### src/rtl/rwca_pkg.sv
`timescale 1ns / 1ps
// ----------------------------------------------------------------------------
// rwca_pkg
// Shared widths, codes and types of the reorder window with cumulative ack.
// ----------------------------------------------------------------------------
package rwca_pkg;

   localparam int SEQ_W            = 31;
   localparam int TS_W             = 32;
   localparam int MODE_W           = 2;
   localparam int KIND_W           = 2;
   localparam int REQ_DATA_W       = 64;
   localparam int DEF_WINDOW_SLOTS = 16;

   localparam logic [SEQ_W-1:0] INIT_EXPECTED_SEQ = 31'd111;

   // request modes
   localparam logic [MODE_W-1:0] MODE_DATA    = 2'd0;
   localparam logic [MODE_W-1:0] MODE_CONSUME = 2'd1;
   localparam logic [MODE_W-1:0] MODE_PROBE   = 2'd2;

   // response kinds
   localparam logic [KIND_W-1:0] KIND_ACK     = 2'd0;
   localparam logic [KIND_W-1:0] KIND_CONSUME = 2'd1;
   localparam logic [KIND_W-1:0] KIND_PROBE   = 2'd2;

   typedef enum logic [1:0] {
      ST_IDLE,
      ST_PLACE,
      ST_REPLY
   } state_type;

endpackage

### src/rtl/reorder_window_cumulative_ack.sv
`timescale 1ns / 1ps
// ----------------------------------------------------------------------------
// reorder_window_cumulative_ack
// Receive window with out-of-order placement and cumulative acknowledgement.
// ----------------------------------------------------------------------------
// Each item is taken in one cycle, placed in the slot ring during the next,
// and its reply is built in the cycle after that, which is also the cycle in
// which the following item may be taken if the output register can load, so
// a new item is taken only once the previous one is placed. This pacing is
// set by the slot sequence memory: placement writes it and reads the walk end
// and tail slot back into registers for the reply. The ack pointer moves over
// the run of filled slots (one slot only with the window full) in that single
// placement cycle through a priority search on the valid bits. A reply waits
// in an output register, so the next item is still taken while rsp_tready is
// low, until a second reply would be due. A csr write sets the expected
// sequence number, except in the reply cycle, where the ack update wins.
module reorder_window_cumulative_ack
   import rwca_pkg::*;
#(
   parameter int WINDOW_SLOTS = DEF_WINDOW_SLOTS
) (
   input  logic                    clock,
   input  logic                    reset,
   input  logic                    csr_we,
   input  logic [SEQ_W-1:0]        csr_wdata,
   input  logic                    req_tvalid,
   output logic                    req_tready,
   // seq_number [30:0], timestamp [62:31], zero pad [63]
   input  logic [REQ_DATA_W-1:0]   req_tdata,
   // mode [1:0]
   input  logic [MODE_W-1:0]       req_tuser,
   output logic                    rsp_tvalid,
   input  logic                    rsp_tready,
   // ack_seq, advertised_window, echo_timestamp, dropped_no_space, duplicate,
   // removed, removed_seq, zero pad (default: [30:0] [35:31] [67:36] [68]
   // [69] [70] [101:71] [103:102])
   output logic [((2 * SEQ_W + TS_W + 3 + $clog2(WINDOW_SLOTS + 1) + 7) / 8) * 8 - 1:0]
                                   rsp_tdata,
   // kind [1:0]
   output logic [KIND_W-1:0]       rsp_tuser
);

   localparam int IDX_W      = $clog2(WINDOW_SLOTS);
   localparam int CNT_W      = $clog2(WINDOW_SLOTS + 1);
   localparam int ADV_W      = CNT_W;
   localparam int RSP_BITS   = 2 * SEQ_W + TS_W + 3 + ADV_W;
   localparam int RSP_DATA_W = ((RSP_BITS + 7) / 8) * 8;
   localparam int RECIP_SH   = SEQ_W + IDX_W;
   // floor(2^RECIP_SH / slots): quotient estimate is low by at most one
   localparam logic [63:0] RECIP = (64'd1 << RECIP_SH) / 64'(WINDOW_SLOTS);
   localparam logic [CNT_W-1:0] SLOTS_C = CNT_W'(WINDOW_SLOTS);

   function automatic logic [IDX_W-1:0] wrap_add(input logic [IDX_W-1:0] a,
                                                 input logic [CNT_W-1:0] b);
      logic [CNT_W:0] s;
      s = (CNT_W + 1)'(a) + (CNT_W + 1)'(b);
      if (s >= (CNT_W + 1)'(WINDOW_SLOTS)) s = s - (CNT_W + 1)'(WINDOW_SLOTS);
      return IDX_W'(s);
   endfunction

   // control state
   state_type               state_ff, state_in;
   logic [WINDOW_SLOTS-1:0] valid_ff;
   logic [IDX_W-1:0]        head_ff, tail_ff, ack_ff;
   logic [CNT_W-1:0]        free_ff;
   logic [SEQ_W-1:0]        expected_ff;
   logic                    walk_moved_ff;
   logic                    rsp_valid_ff;

   // item registers
   logic [MODE_W-1:0]       mode_ff;
   logic [SEQ_W-1:0]        seq_ff;
   logic [TS_W-1:0]         ts_ff;
   logic                    gt_ff, lt_ff;
   logic [SEQ_W-1:0]        delta_ff, back_ff, q0_ff;
   logic [SEQ_W-1:0]        head_seq_ff;
   logic                    drop_ff, dup_ff, rem_ff, rem_valid_ff;
   logic                    fwd_a_ff, fwd_b_ff;
   logic [SEQ_W-1:0]        rd_a_ff, rd_b_ff;
   logic [RSP_DATA_W-1:0]   rsp_data_ff;
   logic [KIND_W-1:0]       rsp_kind_ff;

   logic [SEQ_W-1:0]        slot_seq_mem [WINDOW_SLOTS];

   // handshake and sequencing
   logic                    req_acc, can_load, rsp_load, place_en;

   // placement results
   logic                    we;
   logic [IDX_W-1:0]        widx, head_in, tail_in, ack_in, addr_a, addr_b;
   logic [WINDOW_SLOTS-1:0] valid_in;
   logic [CNT_W-1:0]        free_in, steps;
   logic                    hs_we, drop, dup, rem, rem_valid;

   // stage one and reply values
   logic [SEQ_W-1:0]        req_seq, expected_cur, data_a, data_b, back_in;
   logic [63:0]             prod;
   logic [ADV_W-1:0]        adv;
   logic [SEQ_W-1:0]        removed_seq;
   logic [TS_W-1:0]         echo;
   logic [KIND_W-1:0]       kind;

   assign req_seq      = req_tdata[SEQ_W-1:0];
   assign req_acc      = req_tvalid && req_tready;
   assign can_load     = !rsp_valid_ff || rsp_tready;
   assign data_a       = fwd_a_ff ? seq_ff : rd_a_ff;
   assign data_b       = fwd_b_ff ? seq_ff : rd_b_ff;
   assign expected_cur = walk_moved_ff ? data_a + SEQ_W'(1) : expected_ff;
   assign back_in      = head_seq_ff - req_seq;
   assign prod         = 64'(back_in) * RECIP;

   // next state
   always_comb begin
      state_in = state_ff;
      case (state_ff)
         ST_IDLE: begin
            if (req_acc && req_tuser <= MODE_PROBE) state_in = ST_PLACE;
         end
         ST_PLACE: begin
            state_in = ST_REPLY;
         end
         ST_REPLY: begin
            if (can_load) begin
               state_in = (req_acc && req_tuser <= MODE_PROBE) ? ST_PLACE : ST_IDLE;
            end
         end
         default: state_in = ST_IDLE;
      endcase
   end

   // sequencing outputs
   always_comb begin
      req_tready = 1'b0;
      rsp_load   = 1'b0;
      place_en   = 1'b0;
      case (state_ff)
         ST_IDLE:  req_tready = 1'b1;
         ST_PLACE: place_en   = 1'b1;
         ST_REPLY: begin
            req_tready = can_load;
            rsp_load   = can_load;
         end
         default: ;
      endcase
   end

   // placement and ack walk
   always_comb begin : place_logic
      logic [SEQ_W-1:0]        qn, r0, r1;
      logic [IDX_W-1:0]        bidx, end_idx;
      logic [WINDOW_SLOTS-1:0] rot;
      logic [CNT_W-1:0]        run;
      logic                    walk_en;

      we        = 1'b0;
      widx      = head_ff;
      valid_in  = valid_ff;
      free_in   = free_ff;
      head_in   = head_ff;
      tail_in   = tail_ff;
      hs_we     = 1'b0;
      walk_en   = 1'b0;
      drop      = 1'b0;
      dup       = 1'b0;
      rem       = 1'b0;
      rem_valid = 1'b0;

      // backward offset from head, modulo the slot count
      qn   = SEQ_W'(q0_ff * SEQ_W'(WINDOW_SLOTS));
      r0   = back_ff - qn;
      r1   = (r0 >= SEQ_W'(WINDOW_SLOTS)) ? r0 - SEQ_W'(WINDOW_SLOTS) : r0;
      bidx = wrap_add(head_ff, SLOTS_C - CNT_W'(r1));

      case (mode_ff)
         MODE_DATA: begin
            if (free_ff == SLOTS_C) begin
               widx    = wrap_add(head_ff, CNT_W'(1));
               we      = 1'b1;
               head_in = widx;
               hs_we   = 1'b1;
               free_in = SLOTS_C - CNT_W'(1);
               walk_en = 1'b1;
            end else if (gt_ff) begin
               if (delta_ff > SEQ_W'(free_ff)) begin
                  drop = 1'b1;
               end else begin
                  free_in = free_ff - CNT_W'(delta_ff);
                  head_in = wrap_add(head_ff, CNT_W'(delta_ff));
                  widx    = head_in;
                  we      = 1'b1;
                  hs_we   = 1'b1;
                  walk_en = 1'b1;
               end
            end else if (lt_ff) begin
               dup     = 1'b1;
               walk_en = 1'b1;
            end else begin
               widx    = bidx;
               we      = !valid_ff[bidx];
               hs_we   = !valid_ff[bidx] && (bidx == head_ff);
               walk_en = 1'b1;
            end
            if (we) valid_in[widx] = 1'b1;
         end
         MODE_CONSUME: begin
            if (free_ff != SLOTS_C) begin
               rem             = 1'b1;
               rem_valid       = valid_ff[tail_ff];
               valid_in[tail_ff] = 1'b0;
               tail_in         = wrap_add(tail_ff, CNT_W'(1));
               free_in         = free_ff + CNT_W'(1);
            end
         end
         default: ;
      endcase

      // length of the filled run starting at the ack pointer
      for (int i = 0; i < WINDOW_SLOTS; i++) begin
         rot[i] = valid_in[wrap_add(ack_ff, CNT_W'(i))];
      end
      run = SLOTS_C;
      for (int i = WINDOW_SLOTS - 1; i >= 0; i--) begin
         if (!rot[i]) run = CNT_W'(i);
      end

      if (!walk_en) steps = '0;
      else if (free_in == '0) steps = CNT_W'(rot[0]);
      else steps = run;

      end_idx = (steps == '0) ? ack_ff : wrap_add(ack_ff, steps - CNT_W'(1));
      ack_in  = wrap_add(ack_ff, steps);
      addr_a  = (mode_ff == MODE_CONSUME) ? tail_ff : end_idx;
      addr_b  = tail_in;
   end

   // reply fields
   always_comb begin : reply_logic
      logic signed [SEQ_W+1:0] gap, room;

      gap  = $signed({2'b00, expected_cur}) - $signed({2'b00, data_b});
      room = $signed((SEQ_W + 2)'(WINDOW_SLOTS)) - gap;
      if (!valid_ff[tail_ff]) adv = ADV_W'(WINDOW_SLOTS);
      else if (room < 0) adv = '0;
      else if (room > $signed((SEQ_W + 2)'(WINDOW_SLOTS))) adv = ADV_W'(WINDOW_SLOTS);
      else adv = ADV_W'(room);

      case (mode_ff)
         MODE_DATA:    kind = KIND_ACK;
         MODE_CONSUME: kind = KIND_CONSUME;
         default:      kind = KIND_PROBE;
      endcase
      echo        = (mode_ff == MODE_DATA) ? ts_ff : '0;
      removed_seq = (rem_ff && rem_valid_ff) ? data_a : '0;
   end

   // slot sequence memory, written and read back in the placement cycle
   always_ff @(posedge clock) begin
      if (place_en) begin
         if (we) slot_seq_mem[widx] <= seq_ff;
         rd_a_ff <= slot_seq_mem[addr_a];
         rd_b_ff <= slot_seq_mem[addr_b];
      end
   end

   always_ff @(posedge clock) begin
      if (reset) begin
         state_ff      <= ST_IDLE;
         valid_ff      <= '0;
         head_ff       <= IDX_W'(WINDOW_SLOTS - 1);
         tail_ff       <= '0;
         ack_ff        <= '0;
         free_ff       <= SLOTS_C;
         expected_ff   <= INIT_EXPECTED_SEQ;
         walk_moved_ff <= 1'b0;
         rsp_valid_ff  <= 1'b0;
      end else begin
         state_ff <= state_in;
         if (csr_we) expected_ff <= csr_wdata;
         if (place_en) begin
            valid_ff      <= valid_in;
            head_ff       <= head_in;
            tail_ff       <= tail_in;
            ack_ff        <= ack_in;
            free_ff       <= free_in;
            walk_moved_ff <= (steps != '0);
         end
         if (state_ff == ST_REPLY) begin
            expected_ff   <= expected_cur;
            walk_moved_ff <= 1'b0;
         end
         if (rsp_load) rsp_valid_ff <= 1'b1;
         else if (rsp_tready) rsp_valid_ff <= 1'b0;
      end
   end

   always_ff @(posedge clock) begin
      if (req_acc) begin
         mode_ff  <= req_tuser;
         seq_ff   <= req_seq;
         ts_ff    <= req_tdata[SEQ_W +: TS_W];
         gt_ff    <= req_seq > head_seq_ff;
         lt_ff    <= req_seq < expected_cur;
         delta_ff <= req_seq - head_seq_ff;
         back_ff  <= back_in;
         q0_ff    <= SEQ_W'(prod >> RECIP_SH);
      end
      if (place_en) begin
         if (hs_we) head_seq_ff <= seq_ff;
         drop_ff      <= drop;
         dup_ff       <= dup;
         rem_ff       <= rem;
         rem_valid_ff <= rem_valid;
         fwd_a_ff     <= we && (widx == addr_a);
         fwd_b_ff     <= we && (widx == addr_b);
      end
      if (rsp_load) begin
         rsp_kind_ff <= kind;
         rsp_data_ff <= RSP_DATA_W'({removed_seq, rem_ff, dup_ff, drop_ff, echo, adv,
                                     expected_cur});
      end
   end

   assign rsp_tvalid = rsp_valid_ff;
   assign rsp_tdata  = rsp_data_ff;
   assign rsp_tuser  = rsp_kind_ff;

   // no item is taken while a placement is in flight
   a_no_take_in_place: assert property (@(posedge clock) disable iff (reset)
      state_ff == ST_PLACE |-> !req_tready)
      else $error("item taken during placement");

   // a reply loaded in the reply cycle becomes valid in the output register
   a_reply_source: assert property (@(posedge clock) disable iff (reset)
      rsp_load |=> rsp_valid_ff)
      else $error("reply lost at output register");

   // a dropped arrival leaves the window untouched
   a_drop_keeps_window: assert property (@(posedge clock) disable iff (reset)
      (place_en && drop) |=> (free_ff == $past(free_ff)) && (head_ff == $past(head_ff)))
      else $error("dropped arrival changed the window");

   // free count stays within the ring
   a_free_range: assert property (@(posedge clock) disable iff (reset)
      place_en |-> free_in <= SLOTS_C)
      else $error("free slot count out of range");

endmodule

### config.mk
export PLATFORM = sky130hd
export DESIGN_NAME = reorder_window_cumulative_ack
export DESIGN_NICKNAME = d
export VERILOG_FILES = /design/src/rtl/rwca_pkg.sv /design/src/rtl/reorder_window_cumulative_ack.sv
export SDC_FILE = /design/constraint.sdc
export NUM_CORES = 1
export LEC_CHECK = 0
export ABC_CLOCK_PERIOD_IN_PS = 7800
export BUFFER_PORTS_ARGS = -buffer_cell sky130_fd_sc_hd__buf_2
export CORE_MARGIN = 10
export CORE_UTILIZATION = 40
export DETAILED_ROUTE_END_ITERATION = 7
export PLACE_DENSITY_LB_ADDON = 0.3
export SYNTH_ARGS = -nofsm -noshare
export SYNTH_HDL_FRONTEND = slang
export SYNTH_SLANG_ARGS = --single-unit
### constraint.sdc
create_clock -name clock -period 7.8 [get_ports clock]
set_input_delay 2.34 -clock clock [delete_from_list [all_inputs] [get_ports clock]]
set_output_delay 2.34 -clock clock [all_outputs]
set_load 0.05 [all_outputs]
# Yosys cells after proc, flatten, opt, wreduce, memory -nomap -nowiden
# Memory sizes are Yosys's and may differ from the RTL's. A register that Yosys moved wholly into a read port is not among the register bits.
# Index checks and enable logic that the tools add are counted.
# word_totals
register_bits	365
latchBits	0
ramBits	496
romBits	0
out_inout_bits	108
elab_cells	315
mem_count	1
# mem_list
name	depth	word_bits	read_ports	rd_ports_with_merged_regs	wr	line	rtl
slot_seq_mem	16	31	2	2	1	reorder_window_cumulative_ack.sv:83	logic [SEQ_W-1:0] slot_seq_mem [WINDOW_SLOTS];
# classes
add_sub_neg	54
mul	0
div_mod_pow	0
n_lt_le_gt_ge	50
eq_ne	10
shift	0
mux	137
bitwise	6
n_reduce_logical	27
# op_table
operator	count
2-to-1 mux 31 bit	5
2-to-1 mux 4 bit	34
2-to-1 mux 5 bit	25
less-than comparator 4 x 5 -> 1 bit (second input constant)	19
subtractor 31 bit	3
subtractor 4 x 1 -> 4 bit (second input constant)	22
>= comparator 5 bit (second input constant)	17
binary-select mux 1 bit (select 4 bit)	18
2-to-1 mux 1 bit	44
adder 4 x 4 -> 5 bit (second input constant)	8
greater-than comparator 33 x 6 -> 1 bit (second input constant)	1
less-than comparator 33 x 1 -> 1 bit (second input constant)	1
subtractor 6 x 32 -> 33 bit (first input constant)	1
2-to-1 mux 16 bit	2
case mux 16 bit (2 select lines)	1
subtractor 31 x 31 -> 32 bit	1
adder 31 x 1 -> 31 bit (second input constant)	1
>= comparator 31 x 5 -> 1 bit (second input constant)	1
greater-than comparator 31 bit	1
greater-than comparator 31 x 5 -> 1 bit	1
less-than comparator 31 bit	1
adder 4 x 5 -> 6 bit	4
>= comparator 6 x 5 -> 1 bit (second input constant)	4
adder 4 x 3 -> 5 bit (second input constant)	4
other kinds (37)	65

# Depth between registers and ports, before layout
# logic_depth
depth_word	46
depth_mapped	31
ltp_nobuf	29

# Least setup slack after synthesis
# OpenSTA, ideal clock, no wires.
# synth_path
path_kind	input to register
start	input rsp_tready
end	register rsp_data_ff[0], in the netlist rsp_tdata[0] (enable)
setup_ns	0.568
arrival_ns	6.727
required_time_ns	7.232
slack_ns	0.505
path_stages	2
n_path_buf	0
path_cell_list	nor2b_1 -> nor2_1
# synth_between
elab_chain_len	2
# synth_rtl
element	line	rtl
start, declared	reorder_window_cumulative_ack.sv:33	input logic rsp_tready,
logical OR 1 bit	reorder_window_cumulative_ack.sv:105	assign can_load = !rsp_valid_ff || rsp_tready;
2-to-1 mux 1 bit	reorder_window_cumulative_ack.sv:136	case (state_ff)
named net rsp_load	reorder_window_cumulative_ack.sv:86	logic req_acc, can_load, rsp_load, place_en;
end signal, assigned	reorder_window_cumulative_ack.sv:318	rsp_data_ff <= RSP_DATA_W'({removed_seq, rem_ff, dup_ff, drop_ff, echo, adv,
end, declared	reorder_window_cumulative_ack.sv:80	logic [RSP_DATA_W-1:0] rsp_data_ff;
# The timed path passes the listed nets, and every way through them passes these cells.
# A chain may end at the register's enable or synchronous reset.

# Worst setup path after layout
# layout_path
start	register delta_ff[0]
end	register rd_a_ff[3], read port of slot_seq_mem, data pin
# layout_between
elab_chain_len	40
elab_cells_between_ends	88
# layout_rtl
element	line	rtl
start, declared	reorder_window_cumulative_ack.sv:75	logic [SEQ_W-1:0] delta_ff, back_ff, q0_ff;
start signal, assigned	reorder_window_cumulative_ack.sv:303	delta_ff <= req_seq - head_seq_ff;
adder 4 x 5 -> 6 bit	reorder_window_cumulative_ack.sv:56	s = (CNT_W + 1)'(a) + (CNT_W + 1)'(b);
>= comparator 6 x 5 -> 1 bit or subtractor 4 x 1 -> 4 bit (tied branches)	reorder_window_cumulative_ack.sv:57	if (s >= (CNT_W + 1)'(WINDOW_SLOTS)) s = s - (CNT_W + 1)'(WINDOW_SLOTS);
2-to-1 mux 4 bit	reorder_window_cumulative_ack.sv:57	
2-to-1 mux 4 bit	reorder_window_cumulative_ack.sv:184	if (delta_ff > SEQ_W'(free_ff)) begin
2-to-1 mux 4 bit	reorder_window_cumulative_ack.sv:183	end else if (gt_ff) begin
2-to-1 mux 4 bit	reorder_window_cumulative_ack.sv:176	if (free_ff == SLOTS_C) begin
2-to-1 mux 4 bit	reorder_window_cumulative_ack.sv:174	case (mode_ff)
less-than comparator 4 x 5 -> 1 bit (not written as such) or >= comparator 4 x 1 -> 1 bit (tied branches)	reorder_window_cumulative_ack.sv:203	if (we) valid_in[widx] = 1'b1;
(+24 left out)	-	
2-to-1 mux 5 bit	reorder_window_cumulative_ack.sv:227	else if (free_in == '0) steps = CNT_W'(rot[0]);
2-to-1 mux 5 bit *	reorder_window_cumulative_ack.sv:226	if (!walk_en) steps = '0;
subtractor 5 x 1 -> 5 bit	reorder_window_cumulative_ack.sv:230	end_idx = (steps == '0) ? ack_ff : wrap_add(ack_ff, steps - CNT_W'(1));
adder 4 x 5 -> 6 bit	reorder_window_cumulative_ack.sv:56	
>= comparator 6 x 5 -> 1 bit or subtractor 4 x 1 -> 4 bit (tied branches)	reorder_window_cumulative_ack.sv:57	
2-to-1 mux 4 bit	reorder_window_cumulative_ack.sv:57	
2-to-1 mux 4 bit *	reorder_window_cumulative_ack.sv:230	
2-to-1 mux 4 bit *	reorder_window_cumulative_ack.sv:232	addr_a = (mode_ff == MODE_CONSUME) ? tail_ff : end_idx;
end, declared	reorder_window_cumulative_ack.sv:79	logic [SEQ_W-1:0] rd_a_ff, rd_b_ff;
# Every way passes the cells marked *; elsewhere a longest branch is shown, timed or not. The select of a mux whose other input is x is not followed.

==> results.tsv <==
metric	value	unit
overflow	0	
worstMarginPinSlew	1080	ps
critPathMostFrequentCell	mux4_2	
whs_endpoint	rsp_tdata[69]$_DFFE_PP_	
critical-path-max-stage-delay	540	ps
hold_start	dup_ff$_SDFFCE_PP0P_	
seq_area_frac_synth	54.9	%
dpl.hpwl	89500	microns
grt_usage	19.4	%
crit_path_end_kind	flip-flop	
num_rows	124	
crit_type	flip-flop to flip-flop	
h-tree-depth	3	
synth-seq-cells	868	
max_slew_margin	28.1	%
synth-edff-count	800	
cp.arrival	7980	ps
syn_area	46200	sq um
whs_path_depth	0	
syn_inst	3321	
nNetsFinal	3912	
path_delay_family	multiplexers	
cts-root-buf	clkbuf_16	
crit_path_start	delta_ff[0]$_DFFE_PP_	
hold_violations	0	
synth-main-ff-cell	edfxtp_1	
tns	0	ps
worst_setup_path_start_kind	flip-flop	
final_cells	5255	
placedCellCount	5077	
cts_tree	yes	
grt_first_pass_wirelength	191000	microns
max_freq	0.132	GHz
firstDrtPassIters	6	
io_pins	210	
drv_slew	0	
post-route-util	47.0	%
yosys_warnings	0	
dieHeight	360	microns
r2r_end	rd_a_ff[3]$_DFFE_PP_	
final.setup_skew	54.2	ps
yosys.cell_types.count	106	
power_density	219	nW/um^2
drive_gt1_share	22.7	%
fillers	9971	
cp_data_required_time	8180	ps
postRouteAntennaNets	0	
synth_area_per_cell	13.9	sq um
cp_slowest_cell	mux4_2	
drc_errors	0	
clk_latency	680	ps
async_flop_share	0	%
r2r_start	delta_ff[0]$_DFFE_PP_	
vias	30100	
fp.dieW	360	microns
stdcell_area	53800	sq um
routedWlPerCell	24.9	microns
drtIter0Drc	2723	
fin_crit_sh	97.4	%
clockBufferDepth	3	
cap_viol_max_count	0	
grt_pass1_vias	29500	
cts_buffers	89	
antenna_found_initial	4	
vias_per_cell	5.73	
clk_pin_slew	60	ps
fin_crit	7600	ps
die_area	130000	sq um
crit_buf_inv	6	
core	115000	sq um
r2r_setup_slack	200	ps
rsz0062_at_grt	true	
area_growth	16.5	%
gp_congestion	0.897	
cp_max_fo	24	
reg2reg_depth	27	
portBuffers	206	
routed_wl	131000	microns
ir_drop	0.172	mV
start_util	40.4	%
cts_sinks	868	
setup_violations	0	
p_leak	19.3	nW
grt_max_degree	127	
hp-class	flip-flop to flip-flop	
place_area	50400	sq um
status	finished, final reports clean	
==> synthesized netlist by cell type (all sizes together) (13+ instances only) <==
cell,number,area share (%)
dfxtp,68,2.9
nand2b,26,0.36
xor2,50,0.95
a21oi,117,1.3
a31oi,18,0.28
nor2,184,1.5
nor4,18,0.24
and3,15,0.20
edfxtp,800,52
o21ai,82,0.90
buf,77,1.3
nand4,21,0.28
clkbuf,97,0.79
mux2,13,0.32
nand2,141,1.1
nand3,34,0.41
a211oi,70,1.1
nor3,50,0.54
ha,134,3.6
xnor2,74,1.4
mux4,180,8.8
a21o,40,0.65
inv,128,1.0
mux2i,564,12
o21a,20,0.34
or3,18,0.25
and2,43,0.58
nor2b,53,0.72
==> cell families (layout without fill, tap and decap cells) <==
logic type	after synthesis	count (layout)	share of synthesized area, %
flops	868	868	54.9
mux	757	757	21.3
simple gates	639	639	6.93
compound gates	487	487	7.37
buf+inv	303	723	3.11
fa+ha+maj	142	142	3.98
xor+xnor	124	124	2.35
other cells	1	3	0.00812
==> state kept, by name, summed over array words and instances (netlist names), 2 cells and up <==
register and count:
rsp_tuser 2, rd_a_ff 31, seq_ff 31, head_ff 4, tail_ff 4, back_ff 3
delta_ff 31, rd_b_ff 31, state_ff 2, ack_ff 4, free_ff 5, head_seq_ff 31
mode_ff 2, expected_ff 31, valid_ff 16, slot_seq_mem 496, ts_ff 32, rsp_tdata 102
==> per-layer routing <==
layer / routed length, microns / track usage, % / up-vias
li1: - / - / 13600
met1: 57500 / 26.6 / 15300
met2: 61800 / 31.9 / 1050
met3: 8340 / 2.77 / 174
met4: 3430 / 5.45 / 2
met5: 11 / 0 / -
==> layout by cell type (no fill, tap or decap), types with 8 or more instances in the layout <==
cell and n:
or3_1 17, a211oi_1 70, a21oi_1 111, ha_1 130, a21boi_0 8, buf_2 206, bufinv_16 14, a31oi_1 17
edfxtp_1 800, fa_1 8, o21ai_0 71, nor2b_1 51, nand2_1 141, o21a_1 19, xor2_1 48, buf_4 183
inv_1 125, mux4_2 180, mux2i_1 558, nor4_1 18, o21bai_1 8, and2_1 41, clkinv_1 18, a21o_1 40
or2_2 8, o21ai_1 8, and3_1 14, clkbuf_1 9, nand3_1 30, clkbuf_16 92, nand2b_1 25, nand4_1 21
nor2_4 19, buf_12 33, nor3_1 50, nor2_1 163, clkinv_2 14, dfxtp_1 66, xnor2_1 73, mux2_2 12
==> worst max-delay path by stage <==
stage | endpoint | slack, ps | cells after the start
after floorplan | rsp_tdata[0]$_DFFE_PP_ | 510 | 2
after global placement | rd_a_ff[30]$_DFFE_PP_ | 230 | 30
after detailed placement | rd_a_ff[3]$_DFFE_PP_ | 190 | 28
after CTS | rd_a_ff[2]$_DFFE_PP_ | 110 | 30
after global routing | rd_a_ff[3]$_DFFE_PP_ | -70 | 31
final | rd_a_ff[3]$_DFFE_PP_ | 200 | 27
==> per-stage QoR <==
step | setup WS (ps) | hold slack, ps | total power, W
after floorplan | 505 | 400 | 0.00670
after global placement | 230 | 405 | 0.00730
after detailed placement | 192 | 407 | 0.00732
after CTS | 113 | 419 | 0.0118
after global routing | -67.8 | 422 | 0.0122
final | 200 | 417 | 0.0118
==> layout make-up <==
| type | instances | area (sq um) | share of cell area (%) |
|---|---|---|---|
| tap | 1512 | 1890 | 3.51 |
| inverter | 129 | 487 | 0.904 |
| clock buffer | 104 | 2350 | 4.37 |
| timing repair buffer | 429 | 3190 | 5.92 |
| antenna | 1 | 2.50 | 0.00465 |
| clock inverter | 61 | 764 | 1.42 |
| sequential | 868 | 25400 | 47.2 |
| multi-input combinational | 2151 | 19800 | 36.7 |
==> where the power goes <==
part | internal (W) | switching (W)
clock network | 0.00265 | 0.00188
registers | 0.00521 | 0.0000932
logic | 0.000851 | 0.00112
==> what timing repair did <==
action / CTS / global route
gates resized for setup: 0 / 35
hold buffers: 0 / 0
setup buffers: 0 / 10
hold endpoints to repair: 0 / 0
endpoints found under the setup margin: 0 / 37
Note: power is estimated with default switching activity, not from simulation.
